<file path="src/rtl/ready_blocked_job_scheduler_assert.svh">
// Assertion macros for the ready/blocked job scheduler.
// Used by the top level only; needs no package.
`ifndef READY_BLOCKED_JOB_SCHEDULER_ASSERT_SVH
`define READY_BLOCKED_JOB_SCHEDULER_ASSERT_SVH
// An implication that must hold whenever reset is released.
`define RBJS_ASSERT_IMP(label, clk, rst_n, lhs, rhs) \
    label: assert property (@(posedge clk) disable iff (!rst_n) (lhs) |-> (rhs)) \
        else $error("assertion failed");
// A next-cycle implication.
`define RBJS_ASSERT_NXT(label, clk, rst_n, lhs, rhs) \
    label: assert property (@(posedge clk) disable iff (!rst_n) (lhs) |=> (rhs)) \
        else $error("assertion failed");
`endif

</file>
<file path="src/rtl/rbjs_pkg.sv">
// Shared types and opcodes of the ready/blocked job scheduler.
// No dependencies.
package rbjs_pkg;
    localparam logic [1:0] OP_ADD   = 2'd0;
    localparam logic [1:0] OP_BLOCK = 2'd1;
    localparam logic [1:0] OP_TICK  = 2'd2;
    localparam logic [1:0] OP_QUERY = 2'd3;

    // Command handed from the front part to the back part.
    typedef struct packed {
        logic [1:0]  op;
        logic [7:0]  tag;
        logic [31:0] cpu;
        logic [31:0] io;
    } t_cmd;
endpackage

</file>
<file path="src/rtl/rbjs_front.sv">
// Front part: accepts input beats and queues them as commands.
// Depends on rbjs_pkg.
module rbjs_front import rbjs_pkg::*; #(
    parameter int TIME_BITS = 16
) (
    input  logic        i_clk,
    input  logic        i_rst_n,
    input  logic        i_valid,
    output logic        o_stall,
    input  logic [1:0]  i_opcode,
    input  logic [7:0]  i_job_tag,
    input  logic [15:0] i_cpu_time,
    input  logic [15:0] i_io_time,
    output logic        o_cmd_valid,
    output t_cmd        o_cmd,
    input  logic        i_cmd_take
);
    // Two-entry queue.
    t_cmd       r_q [2];
    logic       r_wp, r_rp;
    logic [1:0] r_cnt;
    logic       push;
    t_cmd       cmd;

    assign o_stall     = (r_cnt == 2'd2);
    assign push        = i_valid && !o_stall;
    assign o_cmd_valid = (r_cnt != 2'd0);
    assign o_cmd       = r_q[r_rp];

    always_comb begin
        cmd     = '0;
        cmd.op  = i_opcode;
        cmd.tag = i_job_tag;
        // Stored times keep only the low TIME_BITS bits.
        cmd.cpu = {16'd0, i_cpu_time} & ((32'd1 << TIME_BITS) - 32'd1);
        cmd.io  = {16'd0, i_io_time} & ((32'd1 << TIME_BITS) - 32'd1);
    end

    always_ff @(posedge i_clk) begin
        if (!i_rst_n) begin
            r_wp  <= 1'b0;
            r_rp  <= 1'b0;
            r_cnt <= 2'd0;
        end else begin
            if (push) begin
                r_q[r_wp] <= cmd;
                r_wp      <= ~r_wp;
            end
            if (i_cmd_take) r_rp <= ~r_rp;
            r_cnt <= r_cnt + {1'b0, push} - {1'b0, i_cmd_take};
        end
    end
endmodule

</file>
<file path="src/rtl/rbjs_back.sv">
// Back part: holds the ready and blocked stores and carries out commands.
// Depends on rbjs_pkg.
module rbjs_back import rbjs_pkg::*; #(
    parameter int MAX_JOBS  = 16,
    parameter int TIME_BITS = 16
) (
    input  logic        i_clk,
    input  logic        i_rst_n,
    input  logic        i_cmd_valid,
    input  t_cmd        i_cmd,
    output logic        o_cmd_take,
    output logic        o_valid,
    input  logic        i_stall,
    output logic [4:0]  o_job_count,
    output logic [19:0] o_total_cpu,
    output logic        o_finished_valid,
    output logic [7:0]  o_finished_tag,
    output logic        o_rejected
);
    localparam int IW = (MAX_JOBS > 1) ? $clog2(MAX_JOBS) : 1;
    localparam int CW = $clog2(MAX_JOBS + 1);
    localparam int SW = TIME_BITS + CW;

    typedef enum logic [2:0] {
        S_IDLE, S_SHIFT, S_SCAN, S_SUM_R, S_SUM_B, S_OUT
    } t_state;

    logic [7:0]           r_rtag [MAX_JOBS];
    logic [TIME_BITS-1:0] r_rcpu [MAX_JOBS];
    logic [TIME_BITS-1:0] r_rio  [MAX_JOBS];
    logic [7:0]           r_btag [MAX_JOBS];
    logic [TIME_BITS-1:0] r_bcpu [MAX_JOBS];
    logic [TIME_BITS-1:0] r_bio  [MAX_JOBS];
    logic [CW-1:0]        r_rcnt, r_bcnt;

    t_state               r_state;
    t_cmd                 r_cmd;
    logic [CW-1:0]        r_i, r_kept;
    logic [SW-1:0]        r_sum;
    logic                 r_fin, r_rej;
    logic [7:0]           r_ftag;
    logic [TIME_BITS-1:0] w_io;

    assign o_cmd_take = (r_state == S_IDLE) && i_cmd_valid;
    assign w_io = (r_bio[r_i[IW-1:0]] != '0) ? r_bio[r_i[IW-1:0]] - 1'b1 : '0;

    always_ff @(posedge i_clk) begin
        if (!i_rst_n) begin
            r_state <= S_IDLE;
            r_rcnt  <= '0;
            r_bcnt  <= '0;
            o_valid <= 1'b0;
        end else begin
            unique case (r_state)
                S_IDLE: if (i_cmd_valid) begin
                    r_cmd  <= i_cmd;
                    r_fin  <= 1'b0;
                    r_ftag <= '0;
                    r_rej  <= 1'b0;
                    r_i    <= '0;
                    r_kept <= '0;
                    r_sum  <= '0;
                    r_state <= S_SUM_R;
                    unique case (i_cmd.op)
                        OP_ADD: begin
                            if (r_rcnt + r_bcnt >= CW'(MAX_JOBS)) r_rej <= 1'b1;
                            else begin
                                r_rtag[r_rcnt[IW-1:0]] <= i_cmd.tag;
                                r_rcpu[r_rcnt[IW-1:0]] <= i_cmd.cpu[TIME_BITS-1:0];
                                r_rio[r_rcnt[IW-1:0]]  <= i_cmd.io[TIME_BITS-1:0];
                                r_rcnt <= r_rcnt + 1'b1;
                            end
                        end
                        OP_BLOCK: begin
                            if (r_rcnt == '0) r_rej <= 1'b1;
                            else begin
                                r_btag[r_bcnt[IW-1:0]] <= r_rtag[0];
                                r_bcpu[r_bcnt[IW-1:0]] <= r_rcpu[0];
                                r_bio[r_bcnt[IW-1:0]]  <= r_rio[0];
                                r_bcnt  <= r_bcnt + 1'b1;
                                r_i     <= CW'(1);
                                r_state <= S_SHIFT;
                            end
                        end
                        OP_TICK: begin
                            r_state <= S_SCAN;
                            if (r_rcnt != '0) begin
                                if (r_rcpu[0] <= TIME_BITS'(1)) begin
                                    r_fin   <= 1'b1;
                                    r_ftag  <= r_rtag[0];
                                    r_i     <= CW'(1);
                                    r_state <= S_SHIFT;
                                end else r_rcpu[0] <= r_rcpu[0] - 1'b1;
                            end
                        end
                        default: ;
                    endcase
                end
                S_SHIFT: begin
                    // One entry a cycle moves towards the ready head.
                    if (r_i < r_rcnt) begin
                        r_rtag[r_i[IW-1:0]-1'b1] <= r_rtag[r_i[IW-1:0]];
                        r_rcpu[r_i[IW-1:0]-1'b1] <= r_rcpu[r_i[IW-1:0]];
                        r_rio[r_i[IW-1:0]-1'b1]  <= r_rio[r_i[IW-1:0]];
                        r_i <= r_i + 1'b1;
                    end else begin
                        r_rcnt <= r_rcnt - 1'b1;
                        r_i    <= '0;
                        r_state <= (r_cmd.op == OP_TICK) ? S_SCAN : S_SUM_R;
                    end
                end
                S_SCAN: begin
                    if (r_i < r_bcnt) begin
                        if (w_io == '0 && r_rcnt < CW'(MAX_JOBS)) begin
                            r_rtag[r_rcnt[IW-1:0]] <= r_btag[r_i[IW-1:0]];
                            r_rcpu[r_rcnt[IW-1:0]] <= r_bcpu[r_i[IW-1:0]];
                            r_rio[r_rcnt[IW-1:0]]  <= '0;
                            r_rcnt <= r_rcnt + 1'b1;
                        end else begin
                            r_btag[r_kept[IW-1:0]] <= r_btag[r_i[IW-1:0]];
                            r_bcpu[r_kept[IW-1:0]] <= r_bcpu[r_i[IW-1:0]];
                            r_bio[r_kept[IW-1:0]]  <= w_io;
                            r_kept <= r_kept + 1'b1;
                        end
                        r_i <= r_i + 1'b1;
                    end else begin
                        r_bcnt <= r_kept;
                        r_i    <= '0;
                        r_state <= S_SUM_R;
                    end
                end
                S_SUM_R: begin
                    if (r_i < r_rcnt) begin
                        r_sum <= r_sum + SW'(r_rcpu[r_i[IW-1:0]]);
                        r_i   <= r_i + 1'b1;
                    end else begin
                        r_i <= '0;
                        r_state <= S_SUM_B;
                    end
                end
                S_SUM_B: begin
                    if (r_i < r_bcnt) begin
                        r_sum <= r_sum + SW'(r_bcpu[r_i[IW-1:0]]);
                        r_i   <= r_i + 1'b1;
                    end else begin
                        o_valid          <= 1'b1;
                        o_job_count      <= 5'(32'(r_rcnt) + 32'(r_bcnt));
                        o_total_cpu      <= 20'(r_sum);
                        o_finished_valid <= r_fin;
                        o_finished_tag   <= r_ftag;
                        o_rejected       <= r_rej;
                        r_state <= S_OUT;
                    end
                end
                S_OUT: if (!i_stall) begin
                    o_valid <= 1'b0;
                    r_state <= S_IDLE;
                end
                default: r_state <= S_IDLE;
            endcase
        end
    end
endmodule

</file>
<file path="src/rtl/ready_blocked_job_scheduler.sv">
// Ready/blocked job scheduler top level: front queue plus back executor.
// The back part walks the stores one entry a cycle (shift, blocked scan,
// two summing passes). One beat is carried out at a time, and up to two
// beats queue in front meanwhile.
// Synchronous active-low reset empties both stores and the queue.
`include "ready_blocked_job_scheduler_assert.svh"
module ready_blocked_job_scheduler import rbjs_pkg::*; #(
    parameter int MAX_JOBS  = 16,
    parameter int TIME_BITS = 16
) (
    input  logic        i_clk,
    input  logic        i_rst_n,
    input  logic        i_valid,
    output logic        o_stall,
    input  logic [1:0]  i_opcode,
    input  logic [7:0]  i_job_tag,
    input  logic [15:0] i_cpu_time,
    input  logic [15:0] i_io_time,
    output logic        o_valid,
    input  logic        i_stall,
    output logic [4:0]  o_job_count,
    output logic [19:0] o_total_cpu,
    output logic        o_finished_valid,
    output logic [7:0]  o_finished_tag,
    output logic        o_rejected
);
    logic cmd_valid, cmd_take;
    t_cmd cmd;

    rbjs_front #(.TIME_BITS(TIME_BITS)) u_front (
        .i_clk, .i_rst_n, .i_valid, .o_stall, .i_opcode, .i_job_tag,
        .i_cpu_time, .i_io_time, .o_cmd_valid(cmd_valid), .o_cmd(cmd),
        .i_cmd_take(cmd_take)
    );

    rbjs_back #(.MAX_JOBS(MAX_JOBS), .TIME_BITS(TIME_BITS)) u_back (
        .i_clk, .i_rst_n, .i_cmd_valid(cmd_valid), .i_cmd(cmd),
        .o_cmd_take(cmd_take), .o_valid, .i_stall, .o_job_count, .o_total_cpu,
        .o_finished_valid, .o_finished_tag, .o_rejected
    );

    `RBJS_ASSERT_IMP(a_take_needs_cmd, i_clk, i_rst_n, cmd_take, cmd_valid)
    `RBJS_ASSERT_IMP(a_no_take_while_out, i_clk, i_rst_n, o_valid, !cmd_take)
    `RBJS_ASSERT_IMP(a_fin_tag_zero, i_clk, i_rst_n, o_valid && !o_finished_valid, o_finished_tag == 8'd0)
    `RBJS_ASSERT_IMP(a_count_bound, i_clk, i_rst_n, o_valid, 32'(o_job_count) <= MAX_JOBS)
endmodule

</file>
<file path="config.mk">
export PLATFORM = sky130hd
export DESIGN_NAME = ready_blocked_job_scheduler
export DESIGN_NICKNAME = d
export VERILOG_FILES = /design/src/rtl/rbjs_pkg.sv /design/src/rtl/rbjs_front.sv /design/src/rtl/rbjs_back.sv /design/src/rtl/ready_blocked_job_scheduler.sv
export VERILOG_INCLUDE_DIRS = /design/src /design/src/rtl
export SDC_FILE = /design/constraint.sdc
export NUM_CORES = 1
export LEC_CHECK = 0
export ABC_AREA = 1
export BUFFER_PORTS_ARGS = -buffer_cell sky130_fd_sc_hd__buf_2
export CAP_MARGIN = 0
export CORE_MARGIN = 1.5
export CORE_UTILIZATION = 45
export DETAILED_ROUTE_END_ITERATION = 8
export GPL_ROUTABILITY_DRIVEN = 0
export MAX_ROUTING_LAYER = met4
export PLACE_DENSITY = 0.65
export SETUP_SLACK_MARGIN = 0.1
export SLEW_MARGIN = 15
export SYNTH_ARGS = -nofsm -noshare
export SYNTH_HDL_FRONTEND = slang
export SYNTH_HIERARCHICAL = 1
export SYNTH_SLANG_ARGS = --single-unit
export TNS_END_PERCENT = 20
</file>
<file path="constraint.sdc">
create_clock -name i_clk -period 5.2 [get_ports i_clk]
set_input_delay 0.26 -clock i_clk [delete_from_list [all_inputs] [get_ports i_clk]]
set_output_delay 0.26 -clock i_clk [all_outputs]
set_load 0.05 [all_outputs]
</file>
; Yosys cells after proc, flatten, opt, wreduce, memory -nomap -nowiden
; Memories as Yosys holds them, arrays and structs flattened. A register that Yosys moved wholly into a read port is not among the register bits.
; Cells that the tools add are included.
; W data, S select, Z words.
[totals]
mem_bits_rw = 1364
mem_count = 7
output_inout_bits = 37
ff_bits = 96
word_cells = 227
[op_classes]
n_lt_le_gt_ge = 5
bitwise = 6
n_eq_ne = 24
addsub = 14
mux = 117
reduce_logical = 35
[memory_table]
columns = memory, depth, word_bits, read_ports, rd_ports_with_merged_regs, write_ports, line
row1 = u_back.r_bcpu, 16, 16, 1, 1, 1, rbjs_back.sv:32  ; logic [TIME_BITS-1:0] r_bcpu [MAX_JOBS];
row2 = u_back.r_bio, 16, 16, 1, 1, 1, rbjs_back.sv:33  ; logic [TIME_BITS-1:0] r_bio [MAX_JOBS];
row3 = u_back.r_rcpu, 16, 16, 2, 1, 1, rbjs_back.sv:29  ; logic [TIME_BITS-1:0] r_rcpu [MAX_JOBS];
row4 = u_back.r_rio, 16, 16, 2, 1, 1, rbjs_back.sv:30  ; logic [TIME_BITS-1:0] r_rio [MAX_JOBS];
row5 = u_back.r_btag, 16, 8, 1, 1, 1, rbjs_back.sv:31  ; logic [7:0] r_btag [MAX_JOBS];
row6 = u_back.r_rtag, 16, 8, 2, 1, 1, rbjs_back.sv:28  ; logic [7:0] r_rtag [MAX_JOBS];
row7 = 1 more memories, n/a, n/a, n/a, n/a, n/a, n/a
[op_table]
columns = op, n
row1 = $mux W16, 8
row2 = $mux W5, 18
row3 = $reduce_or A16 Y1, 5
row4 = $mux W21, 3
row5 = $pmux W21 S3, 1
row6 = $mux W1, 53
row7 = $mux W4, 13
row8 = $add A21 B16 Y21, 2
row9 = $sub A16 B1 Y16 const B, 2
row10 = $pmux W5 S2, 3
row11 = $mux W8, 3
row12 = $mux W3, 7
row13 = $add A5 B1 Y5 const B, 4
row14 = $ne A2 B2 Y1 const B, 10
row15 = $pmux W5 S4, 1
row16 = $pmux W3 S6, 1
row17 = $le A16 B1 Y1 const B, 1
row18 = $logic_not A16 Y1, 1
row19 = $reduce_bool A16 Y1, 1
row20 = $reduce_or A8 Y1, 2
row21 = $pmux W5 S3, 1
row22 = $reduce_and A5 Y1, 3
row23 = $reduce_and A3 Y1, 4
row24 = $add A5 B5 Y5, 2
row25 = other kinds (32), 52

; Longest topological paths before layout
[logic_depth]
ltp_word = 12
ltp_mapped = 31
ltp_nobuf = 26

; Cells and area by module
; Netlist, hierarchy kept.
[modules_own_cells]
columns = module, cells_each, area_each_um2, n_inst
row1 = rbjs_back, 4825, 57914.3, 1
row2 = rbjs_front, 196, 3722.3, 1

; Least setup slack after synthesis
; OpenSTA, ideal clock, no wires.
[synth_path]
path_kind = register -> register
start = reg with a tool-made name
end = reg u_back.r_sum[18], data pin
arrival_time_ns = 4.930
stages_incl_launch_ff = 30
setup_time_ns = 0.257
setup_slack_ns = 0.014
cell_sequence = dfxtp_1 buf_4 buf_2 clkbuf_1 clkbuf_1 clkbuf_1 clkbuf_1 clkbuf_1 nor2_1 o221ai_1 o211ai_1 nand2_1 nand2_1 o21ai_0 ha_1 inv_1 fa_1 inv_1 a21oi_1 nor2_1 nor2_1 o21a_1 o21ai_0 a21boi_0 o21ai_0 a21boi_0 o21ai_0 nand3_1 xor2_1 nor2_1
[synth_lines]
columns = element, line
row1 = to (signal assigned), rbjs_back.sv:134  ; r_sum <= r_sum + SW'(r_rcpu[r_i[IW-1:0]]);
row2 = to (signal assigned), rbjs_back.sv:143  ; r_sum <= r_sum + SW'(r_bcpu[r_i[IW-1:0]]);
row3 = to (decl), rbjs_back.sv:39  ; logic [SW-1:0] r_sum;

==> run summary <==
First-pass GRT wire length -> 245300 microns
Post-route cell area -> 70140 sq um
Synth warn -> 6
Clock Tree Root -> clkbuf_16
TNS Setup -> 0 ns
Avg Synthesized Cell Area -> 12.31 sq um
Remaining DRCs -> 0
Die ar. -> 138700 sq um
H-tree levels -> 4
Initial DRC count -> 4565
ANT nets after route -> 0
Switching share of power -> 0.3694
Max Slew Vio Count -> 0
Starting Density -> 0.4532
Crit path max fanout -> 61
CP endpoint kind -> flop
Outcome -> finished, final reports clean
Die width -> 372.4 microns
Syn nets -> 5080
Final Skew -> 0.03302 ns
CTS tree -> built
# IOs -> 83
Via Count -> 40650
Portion of total power attributed to sequential cells -> 0.389
Worst EP arrival -> 5.17 ns
PwrDens -> 547.7 nW/um^2
Final setup viols -> 0
WS Path Type -> flop to flop
WL final -> 163600 microns
Max rail drop VDD -> 0.4042 mV
Psw -> 14190 uW
Max-cap viol count -> 0
P_int -> 24220 uW
Fill cell count -> 11320
Hold WC Path Type -> primary input to flop
Drt via density -> 5.761
Mapped cell area -> 61390 sq um
Vias in the first global route -> 38980
Sinks on Clock Net -> 1464
Critical path required time -> 5.60 ns
HPWL Detailed -> 95930 microns
DRT Pass-1 Iters -> 6
CTS Buf Count -> 151
Max Freq -> 0.2095 GHz
Total global-route track usage -> 0.2423
Share of total power in the clock network -> 0.269
Later-pin clock latency in the skew report -> 0.77 ns
FP Rows -> 135
Largest net degree at the start of global routing -> 110
Nets -> 5251
Static leakage -> 0.02451 uW
Clock buffer depth -> 3
Total power draw -> 38420 uW
Antenna violations before repair -> 0
RSZ-0062 raised after global routing -> true
Combinational share of power -> 0.342
Routed WL per cell -> 23.19 microns
Crit path launch type -> flop
DP Area -> 64950 sq um
Cells after synthesis -> 4988
Ratio of cells with drive above 1 in the final layout -> 0.1206
Number of port buffers -> 82
DIE HEIGHT -> 372.4 microns
Final Hold Fails -> 0
Post-layout util -> 0.5178
GRT Residual Overflow -> 0
Layout area overhead -> 14.26%
Least-Margin Pin Slew -> 1.125 ns
Slew headroom -> 0.2503
Fin crit period -> 4.773 ns
Core area -> 135500 sq um
Fin crit share -> 0.9179
Hold slack -> 0.2214 ns
Clock transition at the registers of the reported paths -> 0.06 ns
Hold Startpoint -> i_io_time[2]
==> timing repair <==
action / in CTS / in global routing
hold buffers: 45 / 0
resized for setup: 0 / 10
endpoints found under the setup margin: 0 / 511
setup buffers: 0 / 0
hold endpoints to repair: 98 / 0
==> worst max-delay path: stages, from the launching register on <==
cell and delay, ns:
dfxtp_4 0.42, buf_12 0.32, buf_6 0.31, nand2_1 0.09
nand3_1 0.08, nand3_1 0.07, nand3_1 0.12, nand2_1 0.25
inv_1 0.18, nand2_1 0.12, nor2_4 0.18, nand2_4 0.15
nand2_1 0.13, nand3_1 0.09, nor2_1 0.13, nand2_2 0.10
nor2_8 0.10, nand3_4 0.38, nand2_1 0.18, nand3_1 0.08
a21oi_1 0.86
==> final cells by class <==
class,count,area [sq um],area share
sequential,1464,43750,0.6237
multi-input combinational,2928,15470,0.2205
clock buffer,197,3994,0.05694
timing repair buffer,328,2919,0.04161
tap,1781,2228,0.03177
inverter,286,1102,0.01571
clock inverter,71,680.7,0.009704
antenna,1,2.502,0.00003567
==> metrics by stage <==
stage          setup WS, ns  cells
4_1_cts              0.1951   7055
2_1_floorplan        0.1086   4988
3_3_place_gp         0.3325   6742
6_report             0.4269   7056
5_1_grt             0.05545   7055
3_5_place_dp         0.2231   6742
==> path summary, 6_finish.rpt <==
path	endpoint	depth (start not counted)	slack, ns
worst max-delay path	u_back/r_rcpu[12][8]	20	0.43
worst min-delay path	u_front/r_q[1][2]	2	0.22
worst max register to register	u_back/r_rcpu[12][8]	20	0.43
worst min register to register	u_back/o_finished_tag[1]	0	0.42
==> layout by cell type (no fill, tap or decap), types with 40 or more instances in the layout <==
| master | n |
|---|---|
| ha_1 | 43 |
| o21ai_0 | 601 |
| nand2_1 | 624 |
| o221ai_1 | 196 |
| buf_12 | 43 |
| a21oi_1 | 112 |
| o211ai_1 | 51 |
| buf_2 | 82 |
| edfxtp_1 | 1441 |
| dlygate4sd3_1 | 45 |
| clkbuf_16 | 153 |
| nand3_1 | 283 |
| inv_1 | 274 |
| nor2_1 | 677 |
| o22ai_1 | 53 |
| clkbuf_1 | 44 |
| mux2_4 | 40 |
| buf_4 | 155 |
==> routing by layer <==
layer,share of wire,global-route usage,vias to the layer above
met5,0,-,-
met4,0.031,0.07591,0
met3,0.082,0.03451,266
met2,0.47,0.3800,1777
met1,0.42,0.3278,20110
li1,-,-,18500
==> power by group through the flow <==
| stage | registers [uW] | clock network [uW] | logic [uW] |
|---|---|---|---|
| 2_1_floorplan | 15100 | 0 | 8690 |
| 3_3_place_gp | 15200 | 0 | 12700 |
| 3_5_place_dp | 15200 | 0 | 12900 |
| 4_1_cts | 14900 | 10500 | 13000 |
| 5_1_grt | 15000 | 10900 | 14400 |
| 6_report | 14900 | 10300 | 13100 |
==> state kept, by name (all words and copies together), names as in the netlist, 84 cells and up, named ones only <==
| register | count |
|---|---|
| u_back/r_rcpu | 256 |
| u_back/r_rio | 256 |
| u_back/r_bcpu | 256 |
| u_back/r_rtag | 128 |
| u_back/r_bio | 256 |
| u_front/r_q | 84 |
| u_back/r_btag | 128 |
Power figures use the tool's default switching activity.
